`src/hw/rtl/pfe_pkg.sv`:
```
// ----------------------------------------------------------------------------
// pfe_pkg
// Shared constants and types of the postfix expression evaluator: stack
// sizing, status codes, character codes and the controller/datapath links.
// ----------------------------------------------------------------------------
package pfe_pkg;

  localparam int STACK_DEPTH = 16;
  localparam int CNT_W       = $clog2(STACK_DEPTH + 1);
  localparam int IDX_W       = $clog2(STACK_DEPTH);
  localparam int WORD_W      = 32;
  localparam int STEP_W      = $clog2(WORD_W);

  localparam logic [1:0] ST_OK    = 2'd0;
  localparam logic [1:0] ST_UNDER = 2'd1;
  localparam logic [1:0] ST_OVER  = 2'd2;
  localparam logic [1:0] ST_DIVZ  = 2'd3;

  localparam logic [7:0] CH_ZERO = 8'd48;
  localparam logic [7:0] CH_NINE = 8'd57;
  localparam logic [7:0] CH_ADD  = 8'd43;
  localparam logic [7:0] CH_SUB  = 8'd45;
  localparam logic [7:0] CH_MUL  = 8'd42;
  localparam logic [7:0] CH_DIV  = 8'd47;
  localparam logic [7:0] CH_MOD  = 8'd37;

  // Commands from the controller to the datapath.
  typedef struct packed {
    logic load;
    logic push;
    logic flag_over;
    logic flag_under;
    logic flag_divz;
    logic rd_top;
    logic rd_second;
    logic cap_rhs;
    logic cap_lhs;
    logic alu_take;
    logic div_start;
    logic div_take;
    logic write_res;
    logic emit;
  } pfe_cmd_t;

  // Status from the datapath to the controller.
  typedef struct packed {
    logic is_digit;
    logic is_op;
    logic is_divop;
    logic full;
    logic lt2;
    logic rhs_zero;
    logic div_done;
    logic last;
    logic out_free;
  } pfe_sts_t;

endpackage

```
`src/hw/rtl/pfe_div.sv`:
```
// ----------------------------------------------------------------------------
// pfe_div
// Iterative signed divider, one quotient bit per cycle. Quotient and
// remainder truncate toward zero; the most negative value over minus one
// wraps.
// ----------------------------------------------------------------------------
module pfe_div (
  input  logic                       clk,
  input  logic                       rst_n,
  input  logic                       start,
  input  logic [pfe_pkg::WORD_W-1:0] dividend,
  input  logic [pfe_pkg::WORD_W-1:0] divisor,
  output logic                       done,
  output logic [pfe_pkg::WORD_W-1:0] quot,
  output logic [pfe_pkg::WORD_W-1:0] remd
);
  import pfe_pkg::*;

  logic              busy_r;
  logic              done_r;
  logic [STEP_W-1:0] step_r;
  logic [WORD_W-1:0] quo_r;
  logic [WORD_W-1:0] rem_r;
  logic [WORD_W-1:0] dvs_r;
  logic              qneg_r;
  logic              rneg_r;

  logic [WORD_W:0]   shifted;
  logic [WORD_W:0]   diff;
  logic [WORD_W-1:0] abs_a;
  logic [WORD_W-1:0] abs_b;

  assign abs_a   = dividend[WORD_W-1] ? (~dividend + 1'b1) : dividend;
  assign abs_b   = divisor[WORD_W-1]  ? (~divisor + 1'b1)  : divisor;
  assign shifted = {rem_r, quo_r[WORD_W-1]};
  assign diff    = shifted - {1'b0, dvs_r};

  always_ff @(posedge clk) begin
    if (!rst_n) begin
      busy_r <= 1'b0;
      done_r <= 1'b0;
      step_r <= '0;
    end else begin
      done_r <= 1'b0;
      if (start) begin
        busy_r <= 1'b1;
        step_r <= '0;
      end else if (busy_r) begin
        if (step_r == STEP_W'(WORD_W - 1)) begin
          busy_r <= 1'b0;
          done_r <= 1'b1;
        end else begin
          step_r <= step_r + 1'b1;
        end
      end
    end
  end

  always_ff @(posedge clk) begin
    if (start) begin
      quo_r  <= abs_a;
      rem_r  <= '0;
      dvs_r  <= abs_b;
      qneg_r <= dividend[WORD_W-1] ^ divisor[WORD_W-1];
      rneg_r <= dividend[WORD_W-1];
    end else if (busy_r) begin
      // Restoring step: the partial remainder always stays below the divisor.
      if (!diff[WORD_W]) begin
        rem_r <= diff[WORD_W-1:0];
        quo_r <= {quo_r[WORD_W-2:0], 1'b1};
      end else begin
        rem_r <= shifted[WORD_W-1:0];
        quo_r <= {quo_r[WORD_W-2:0], 1'b0};
      end
    end
  end

  assign done = done_r;
  assign quot = qneg_r ? (~quo_r + 1'b1) : quo_r;
  assign remd = rneg_r ? (~rem_r + 1'b1) : rem_r;

endmodule

```
`src/hw/rtl/pfe_dp.sv`:
```
// ----------------------------------------------------------------------------
// pfe_dp
// Datapath: captured request, operand stack memory with registered read,
// stack count, sticky error, operand registers, ALU, divider and the result
// output register.
// ----------------------------------------------------------------------------
module pfe_dp (
  input  logic                        clk,
  input  logic                        rst_n,
  input  pfe_pkg::pfe_cmd_t           cmd,
  output pfe_pkg::pfe_sts_t           sts,
  input  logic [7:0]                  in_char_code,
  input  logic                        in_end_of_expr,
  output logic                        out_valid,
  input  logic                        out_stall,
  output logic signed [31:0]          out_value,
  output logic [1:0]                  out_status
);
  import pfe_pkg::*;

  logic [7:0]        char_r;
  logic              last_r;
  logic [CNT_W-1:0]  cnt_r;
  logic [1:0]        err_r;
  logic [WORD_W-1:0] mem [STACK_DEPTH];
  logic [WORD_W-1:0] rd_q_r;
  logic [WORD_W-1:0] rhs_r;
  logic [WORD_W-1:0] lhs_r;
  logic [WORD_W-1:0] res_r;
  logic              out_valid_r;
  logic [WORD_W-1:0] out_value_r;
  logic [1:0]        out_status_r;

  logic [CNT_W-1:0]  cnt_m1;
  logic [CNT_W-1:0]  cnt_m2;
  logic [IDX_W-1:0]  rd_addr;
  logic              rd_en;
  logic              wr_en;
  logic [IDX_W-1:0]  wr_addr;
  logic [WORD_W-1:0] wr_data;
  logic [WORD_W-1:0] alu_res;
  logic [1:0]        fin_status;
  logic [1:0]        flag_code;
  logic              flag_any;
  logic              div_done;
  logic [WORD_W-1:0] div_quot;
  logic [WORD_W-1:0] div_rem;

  assign cnt_m1 = cnt_r - 1'b1;
  assign cnt_m2 = cnt_r - 2'd2;

  // Status toward the controller.
  always_comb begin
    sts.is_digit = (char_r >= CH_ZERO) && (char_r <= CH_NINE);
    sts.is_divop = (char_r == CH_DIV) || (char_r == CH_MOD);
    sts.is_op    = (char_r == CH_ADD) || (char_r == CH_SUB) || (char_r == CH_MUL) ||
                   sts.is_divop;
    sts.full     = cnt_r == CNT_W'(STACK_DEPTH);
    sts.lt2      = cnt_r < CNT_W'(2);
    sts.rhs_zero = rhs_r == '0;
    sts.div_done = div_done;
    sts.last     = last_r;
    sts.out_free = !out_valid_r || !out_stall;
  end

  always_comb begin
    case (char_r)
      CH_ADD:  alu_res = lhs_r + rhs_r;
      CH_SUB:  alu_res = lhs_r - rhs_r;
      default: alu_res = lhs_r * rhs_r;
    endcase
  end

  // Stack memory: one write port, one registered read port.
  assign rd_en   = cmd.rd_top || cmd.rd_second;
  assign rd_addr = cmd.rd_top ? cnt_m1[IDX_W-1:0] : cnt_m2[IDX_W-1:0];
  assign wr_en   = cmd.push || cmd.write_res;
  assign wr_addr = cmd.push ? cnt_r[IDX_W-1:0] : cnt_m2[IDX_W-1:0];
  assign wr_data = cmd.push ? WORD_W'(char_r - CH_ZERO) : res_r;

  always_ff @(posedge clk) begin
    if (wr_en) begin
      mem[wr_addr] <= wr_data;
    end
    if (rd_en) begin
      rd_q_r <= mem[rd_addr];
    end
  end

  pfe_div u_div (
    .clk      (clk),
    .rst_n    (rst_n),
    .start    (cmd.div_start),
    .dividend (lhs_r),
    .divisor  (rhs_r),
    .done     (div_done),
    .quot     (div_quot),
    .remd     (div_rem)
  );

  // An empty stack at the end gives underflow unless an earlier error holds.
  always_comb begin
    if (err_r != ST_OK) begin
      fin_status = err_r;
    end else if (cnt_r == '0) begin
      fin_status = ST_UNDER;
    end else begin
      fin_status = ST_OK;
    end
  end

  always_comb begin
    flag_any  = cmd.flag_over || cmd.flag_under || cmd.flag_divz;
    flag_code = cmd.flag_over ? ST_OVER : (cmd.flag_under ? ST_UNDER : ST_DIVZ);
  end

  always_ff @(posedge clk) begin
    if (cmd.load) begin
      char_r <= in_char_code;
      last_r <= in_end_of_expr;
    end
    if (cmd.cap_rhs) begin
      rhs_r <= rd_q_r;
    end
    if (cmd.cap_lhs) begin
      lhs_r <= rd_q_r;
    end
    if (cmd.alu_take) begin
      res_r <= alu_res;
    end else if (cmd.div_take) begin
      res_r <= (char_r == CH_MOD) ? div_rem : div_quot;
    end
    if (cmd.emit) begin
      out_status_r <= fin_status;
      out_value_r  <= (fin_status == ST_OK) ? rd_q_r : '0;
    end
  end

  always_ff @(posedge clk) begin
    if (!rst_n) begin
      cnt_r       <= '0;
      err_r       <= ST_OK;
      out_valid_r <= 1'b0;
    end else begin
      if (cmd.emit) begin
        cnt_r <= '0;
        err_r <= ST_OK;
      end else begin
        if (cmd.push) begin
          cnt_r <= cnt_r + 1'b1;
        end else if (cmd.write_res) begin
          cnt_r <= cnt_m1;
        end
        if (flag_any && (err_r == ST_OK)) begin
          err_r <= flag_code;
        end
      end
      if (cmd.emit) begin
        out_valid_r <= 1'b1;
      end else if (!out_stall) begin
        out_valid_r <= 1'b0;
      end
    end
  end

  assign out_valid  = out_valid_r;
  assign out_value  = out_value_r;
  assign out_status = out_status_r;

endmodule

```
`src/hw/rtl/pfe_ctrl.sv`:
```
// ----------------------------------------------------------------------------
// pfe_ctrl
// Controller: sequences each request through decode, operand reads, the
// ALU or divider, the stack write-back and the end-of-expression result.
// ----------------------------------------------------------------------------
module pfe_ctrl (
  input  logic              clk,
  input  logic              rst_n,
  input  logic              in_valid,
  output logic              in_stall,
  input  pfe_pkg::pfe_sts_t sts,
  output pfe_pkg::pfe_cmd_t cmd
);
  import pfe_pkg::*;

  typedef enum logic [3:0] {
    S_IDLE,
    S_DECODE,
    S_RD_RHS,
    S_RD_LHS,
    S_EXEC,
    S_DIV,
    S_WRITE,
    S_FIN_CHK,
    S_EMIT
  } state_t;

  state_t state_r;
  state_t state_nxt;

  always_ff @(posedge clk) begin
    if (!rst_n) begin
      state_r <= S_IDLE;
    end else begin
      state_r <= state_nxt;
    end
  end

  assign in_stall = state_r != S_IDLE;

  always_comb begin
    cmd       = '0;
    state_nxt = state_r;
    case (state_r)
      S_IDLE: begin
        if (in_valid) begin
          cmd.load  = 1'b1;
          state_nxt = S_DECODE;
        end
      end
      S_DECODE: begin
        if (sts.is_digit) begin
          if (sts.full) begin
            cmd.flag_over = 1'b1;
          end else begin
            cmd.push = 1'b1;
          end
          state_nxt = S_FIN_CHK;
        end else if (sts.is_op) begin
          if (sts.lt2) begin
            cmd.flag_under = 1'b1;
            state_nxt      = S_FIN_CHK;
          end else begin
            cmd.rd_top = 1'b1;
            state_nxt  = S_RD_RHS;
          end
        end else begin
          state_nxt = S_FIN_CHK;
        end
      end
      S_RD_RHS: begin
        cmd.cap_rhs   = 1'b1;
        cmd.rd_second = 1'b1;
        state_nxt     = S_RD_LHS;
      end
      S_RD_LHS: begin
        cmd.cap_lhs = 1'b1;
        state_nxt   = S_EXEC;
      end
      S_EXEC: begin
        if (sts.is_divop) begin
          if (sts.rhs_zero) begin
            cmd.flag_divz = 1'b1;
            state_nxt     = S_FIN_CHK;
          end else begin
            cmd.div_start = 1'b1;
            state_nxt     = S_DIV;
          end
        end else begin
          cmd.alu_take = 1'b1;
          state_nxt    = S_WRITE;
        end
      end
      S_DIV: begin
        if (sts.div_done) begin
          cmd.div_take = 1'b1;
          state_nxt    = S_WRITE;
        end
      end
      S_WRITE: begin
        cmd.write_res = 1'b1;
        state_nxt     = S_FIN_CHK;
      end
      S_FIN_CHK: begin
        if (sts.last) begin
          // The top is read even for an empty stack; the value is then dropped.
          cmd.rd_top = 1'b1;
          state_nxt  = S_EMIT;
        end else begin
          state_nxt = S_IDLE;
        end
      end
      S_EMIT: begin
        if (sts.out_free) begin
          cmd.emit  = 1'b1;
          state_nxt = S_IDLE;
        end
      end
      default: begin
        state_nxt = S_IDLE;
      end
    endcase
  end

endmodule

```
`src/hw/rtl/postfix_expression_evaluator.sv`:
```
// ----------------------------------------------------------------------------
// postfix_expression_evaluator
// Reverse-Polish evaluator fed one character per request.
// ----------------------------------------------------------------------------
// The block takes one character at a time and works on it alone: a digit or
// an ignored character passes through decode and the end check before the
// next can be accepted; + - and * add two reads of the operand stack over
// its single read port, one ALU step and one write-back; / and % wait on
// the iterative divider, which produces one quotient bit per cycle.
// For the character marked as the end of the expression, the top of the
// stack is read, then the result register is loaded once it is free; a
// new character is accepted while that result waits to be taken, and only
// the next result waits for the register to free up. The status is sticky
// per expression: 0 ok, 1 stack underflow, 2 stack overflow, 3 divide by
// zero, and the value reads zero whenever the status is not ok.
// ----------------------------------------------------------------------------
module postfix_expression_evaluator (
  input  logic               clk,
  input  logic               rst_n,
  input  logic               in_valid,
  output logic               in_stall,
  input  logic [7:0]         in_char_code,
  input  logic               in_end_of_expr,
  output logic               out_valid,
  input  logic               out_stall,
  output logic signed [31:0] out_value,
  output logic [1:0]         out_status
);
  import pfe_pkg::*;

  pfe_cmd_t cmd;
  pfe_sts_t sts;

  pfe_ctrl u_ctrl (
    .clk      (clk),
    .rst_n    (rst_n),
    .in_valid (in_valid),
    .in_stall (in_stall),
    .sts      (sts),
    .cmd      (cmd)
  );

  pfe_dp u_dp (
    .clk            (clk),
    .rst_n          (rst_n),
    .cmd            (cmd),
    .sts            (sts),
    .in_char_code   (in_char_code),
    .in_end_of_expr (in_end_of_expr),
    .out_valid      (out_valid),
    .out_stall      (out_stall),
    .out_value      (out_value),
    .out_status     (out_status)
  );

endmodule

```
`config.mk`:
```
export PLATFORM = sky130hd
export DESIGN_NAME = postfix_expression_evaluator
export DESIGN_NICKNAME = d
export VERILOG_FILES = /design/src/hw/rtl/pfe_pkg.sv /design/src/hw/rtl/pfe_div.sv /design/src/hw/rtl/pfe_dp.sv /design/src/hw/rtl/pfe_ctrl.sv /design/src/hw/rtl/postfix_expression_evaluator.sv
export SDC_FILE = /design/constraint.sdc
export NUM_CORES = 2
export LEC_CHECK = 0
export ABC_AREA = 1
export BUFFER_PORTS_ARGS = -buffer_cell sky130_fd_sc_hd__buf_2
export CAP_MARGIN = 20
export CORE_ASPECT_RATIO = 1.4
export CORE_MARGIN = 2
export CORE_UTILIZATION = 59
export CTS_CLUSTER_DIAMETER = 120
export DETAILED_ROUTE_END_ITERATION = 10
export PLACE_DENSITY = 0.86
export RECOVER_POWER = 25
export SYNTH_ARGS = -nofsm -noshare
export SYNTH_HDL_FRONTEND = slang
export SYNTH_SLANG_ARGS = --single-unit
```
`constraint.sdc`:
```
create_clock -name clk -period 6.65 [get_ports clk]
set_input_delay 1.995 -clock clk [delete_from_list [all_inputs] [get_ports clk]]
set_output_delay 1.995 -clock clk [all_outputs]
set_load 0.02 [all_outputs]
```
==> impl_metrics.env <==
export IMPL_outcome="finished, violations left"
export IMPL_violations="max-capacitance violations, max-slew violations, negative setup slack"
export IMPL_io_buffers=48
export IMPL_ant_nets=0
export IMPL_synthArstFlopShare_pct=0
export IMPL_vias_per_cell=5.82
export IMPL_min_path_type="flip-flop to flip-flop"
export IMPL_layout_commonest_cell="nand2_1"
export IMPL_critPathTopFamily="adder cells"
export IMPL_hold_violations=0
export IMPL_post_drt_wl_per_cell_um=22.2
export IMPL_slew_violations=178
export IMPL_numCtsBuffers=76
export IMPL_yosys_area_top_type_share_pct=38.6
export IMPL_netlist_area_sq_mm=0.0583
export IMPL_fin_worst_skew_ns=0.0385
export IMPL_firstDrtPassIters=8
export IMPL_regArea_sq_mm=0.0235
export IMPL_grt_usage_pct=37.0
export IMPL_yosysSeqAreaShare_pct=40.3
export IMPL_synth_compound_area_share_pct=5.46
export IMPL_drt_wl_total_um=190000
export IMPL_setup_ws_ns=-0.430
export IMPL_die_height_um=376
export IMPL_cp_required_ns=7.08
export IMPL_placed_area_sq_mm=0.0622
export IMPL_wl_met3_um=19400
export IMPL_max_freq_mhz=141
export IMPL_slowest_delay_ns=0.62
export IMPL_min_period_over_period_pct=106
export IMPL_met1_length_um=61200
export IMPL_yosysTopAreaCell="edfxtp_1"
export IMPL_grt_pass1_wl_um=283000
export IMPL_grt_pass1_vias=50600
export IMPL_hpwl_um=132000
export IMPL_worst_path_max_delay_cell="fa_2"
export IMPL_ys_warnings_count=0
export IMPL_path_common_cell="fa_1"
export IMPL_grt_max_degree=145
export IMPL_final_cell_mix="1,792 x nand2_1, 1,510 x inv_1, 749 x edfxtp_1, 623 x nand3_1, 368 x fa_1"
export IMPL_cp_cell_sequence="buf_12 > nand2_1 > inv_1 > fa_1 > inv_1 > fa_1 > fa_2 > fa_1 > inv_1 > fa_1 > fa_1 > fa_2 > fa_2 > ha_4 > buf_6 > a21oi_4 > nor2_1 > a211oi_2 > o211ai_1 > buf_4 > o21ai_4 > o21ai_1 > nand2_1 > nand2_1"
export IMPL_die_area_sq_mm=0.101
export IMPL_multiInputGateArea_sq_mm=0.0287
export IMPL_avgSynthCellArea_sq_um=8.37
export IMPL_setup_viol=18
export IMPL_ctsHoldBuffers=0
export IMPL_coreArea_sq_mm=0.0982
export IMPL_synth_simple_area_share_pct=21.6
export IMPL_synth_top_family_by_area="simple AND/OR/NAND/NOR gates"
export IMPL_ys_types=53
export IMPL_htreeDepth=3
export IMPL_cp_max_fo=6
export IMPL_rsz0062_at_grt="yes"
export IMPL_area_growth_pct=13.3
export IMPL_maxSlewHeadroom_pct=-82.1
export IMPL_synth_edff_count=749
export IMPL_synthAdderAreaFrac_pct=18.4
export IMPL_clkSinkCount=800
export IMPL_initialDrtViolationCount=5959
export IMPL_start_kind="flip-flop"
export IMPL_nFillCells=7217
export IMPL_syn_nets=7592
export IMPL_synth_area_leaders="edfxtp_1 39%, fa_1 14%, nand2_1 12%"
export IMPL_final_nets=7821
export IMPL_ios=49
export IMPL_synthFlopType="edfxtp_1"
export IMPL_synth_seq_cells=800
export IMPL_synthMuxAreaShare_pct=0
export IMPL_num_vias=49900
export IMPL_worst_path_buf_inv=6
export IMPL_cts_buffer_depth=3
export IMPL_antenna_found_initial=14
export IMPL_fp_dieW_um=270
export IMPL_clockRootBuffer="clkbuf_16"
export IMPL_timing_worst_setup_path_type="flip-flop to flip-flop"
export IMPL_syn_instance_count=6969
export IMPL_max_cap_viol_count=5
export IMPL_dr_wl_met2_um=90300
export IMPL_fin_setup_tns_ns=-2.67
export IMPL_grt_overflow_total=0
export IMPL_clkTransAtPathRegs_ns=0.07
export IMPL_num_rows=136
export IMPL_clock_latency_ns=0.70
export IMPL_gp_congestion=1.03
export IMPL_drive_above_1_share_pct=11.4
export IMPL_arrival_ns=7.51
export IMPL_routed_top_layer="met5"
export IMPL_cts_tree="done"
export IMPL_final_area_sq_mm=0.0661
export IMPL_route_detailed_drc=0
export IMPL_period_minus_slack_ns=7.08
export IMPL_worst_pin_slew_ns=2.73
export IMPL_critPathCaptureType="flip-flop"
export IMPL_synth_xor_area_share_pct=1.80
export IMPL_initial_core_util_pct=59.4
[synthesized netlist by cell type (all sizes together) (11+ instances only)]
library cell  instances
nand2              1831
inv                1544
edfxtp              749
nand3               638
fa                  410
nor2                304
o21ai               286
ha                  200
a21oi               199
clkbuf              188
buf                 127
xor2                 86
nand4                71
nor3                 65
dfxtp                51
nand3b               45
xnor2                34
a31oi                21
a21o                 16
o21bai               16
nor4                 15
or2                  11
[state kept, by name (all words and copies together), names as in the netlist, 5 cells and up]
register	count
u_dp.u_div.step_r	5
u_dp.rd_q_r	32
u_dp.u_div.dvs_r	32
u_dp.lhs_r	32
u_dp.char_r	8
u_dp.u_div.quo_r	32
u_dp.u_div.rem_r	32
u_dp.rhs_r	32
u_dp.cnt_r	5
u_dp.res_r	32
u_dp.mem	512
u_dp.out_value	32
[path summary, 6_finish.rpt]
| path | start | to | cells after the start | slack [ns] |
|---|---|---|---|---|
| setup / recovery | u_dp.rhs_r[11] | u_dp.res_r[29] | 24 | -0.43 |
| hold / removal | u_dp.u_div.step_r[4] | u_dp.u_div.step_r[4] | 2 | 0.48 |
| setup reg to reg | u_dp.rhs_r[11] | u_dp.res_r[29] | 24 | -0.43 |
| hold reg to reg | u_dp.u_div.step_r[4] | u_dp.u_div.step_r[4] | 2 | 0.48 |
[worst min-delay path, delay by kind of cell, from the launching register on]
kind / cells / cell delay, ns
AND/OR/NAND/NOR: 1 / 0.06
AO/OA/AOI/OAI: 1 / 0.05
flip-flops: 1 / 0.32
[per-stage QoR]
| step | hold WS [ns] | worst slack [ns] | cells | util [%] |
|---|---|---|---|---|
| detailed placement | 0.465 | -0.519 | 8383 | 63.3 |
| finish | 0.478 | -0.430 | 8581 | 67.3 |
| floorplan | 0.445 | 0.00367 | 6969 | - |
| global route | 0.480 | -0.620 | 8573 | 67.3 |
| CTS | 0.474 | -0.171 | 8555 | 66.7 |
| global placement | 0.453 | -0.489 | 8381 | 63.3 |
[logic make-up (layout without fill, tap and decap cells)]
logic type | after synthesis | count (layout)
simple gates | 2990 | 2990
buf+inv | 1862 | 2153
flops | 800 | 800
fa+ha+maj | 610 | 610
compound gates | 587 | 587
xor+xnor | 120 | 120
other cells | 0 | 10
[area by class of cell]
class | instances | share of cell area, %
Antenna cell | 10 | 0.0379
Clock buffer | 80 | 2.90
Clock inverter | 60 | 0.875
Inverter | 1547 | 8.79
Multi-Input combinational cell | 4307 | 43.4
Sequential cell | 800 | 35.6
Tap cell | 1311 | 2.48
Timing Repair Buffer | 466 | 5.90
[per-layer routing]
layer	vias up	track usage (%)
li1	22200	-
met1	23300	40.5
met2	3265	62.2
met3	1127	7.07
met4	10	31.4
met5	-	0
[timing repair]
| item | 4_1_cts | 5_1_grt |
|---|---|---|
| pin swaps | 97 | 71 |
| setup endpoints to repair | 20 | 22 |
| gates cloned | 1 | 0 |
| resized for setup | 169 | 118 |
| buffers inserted | 32 | 16 |
Power is left out: the tool's default activity adds up to more than one toggle a clock period on the data nets, which glitch-free logic cannot reach.
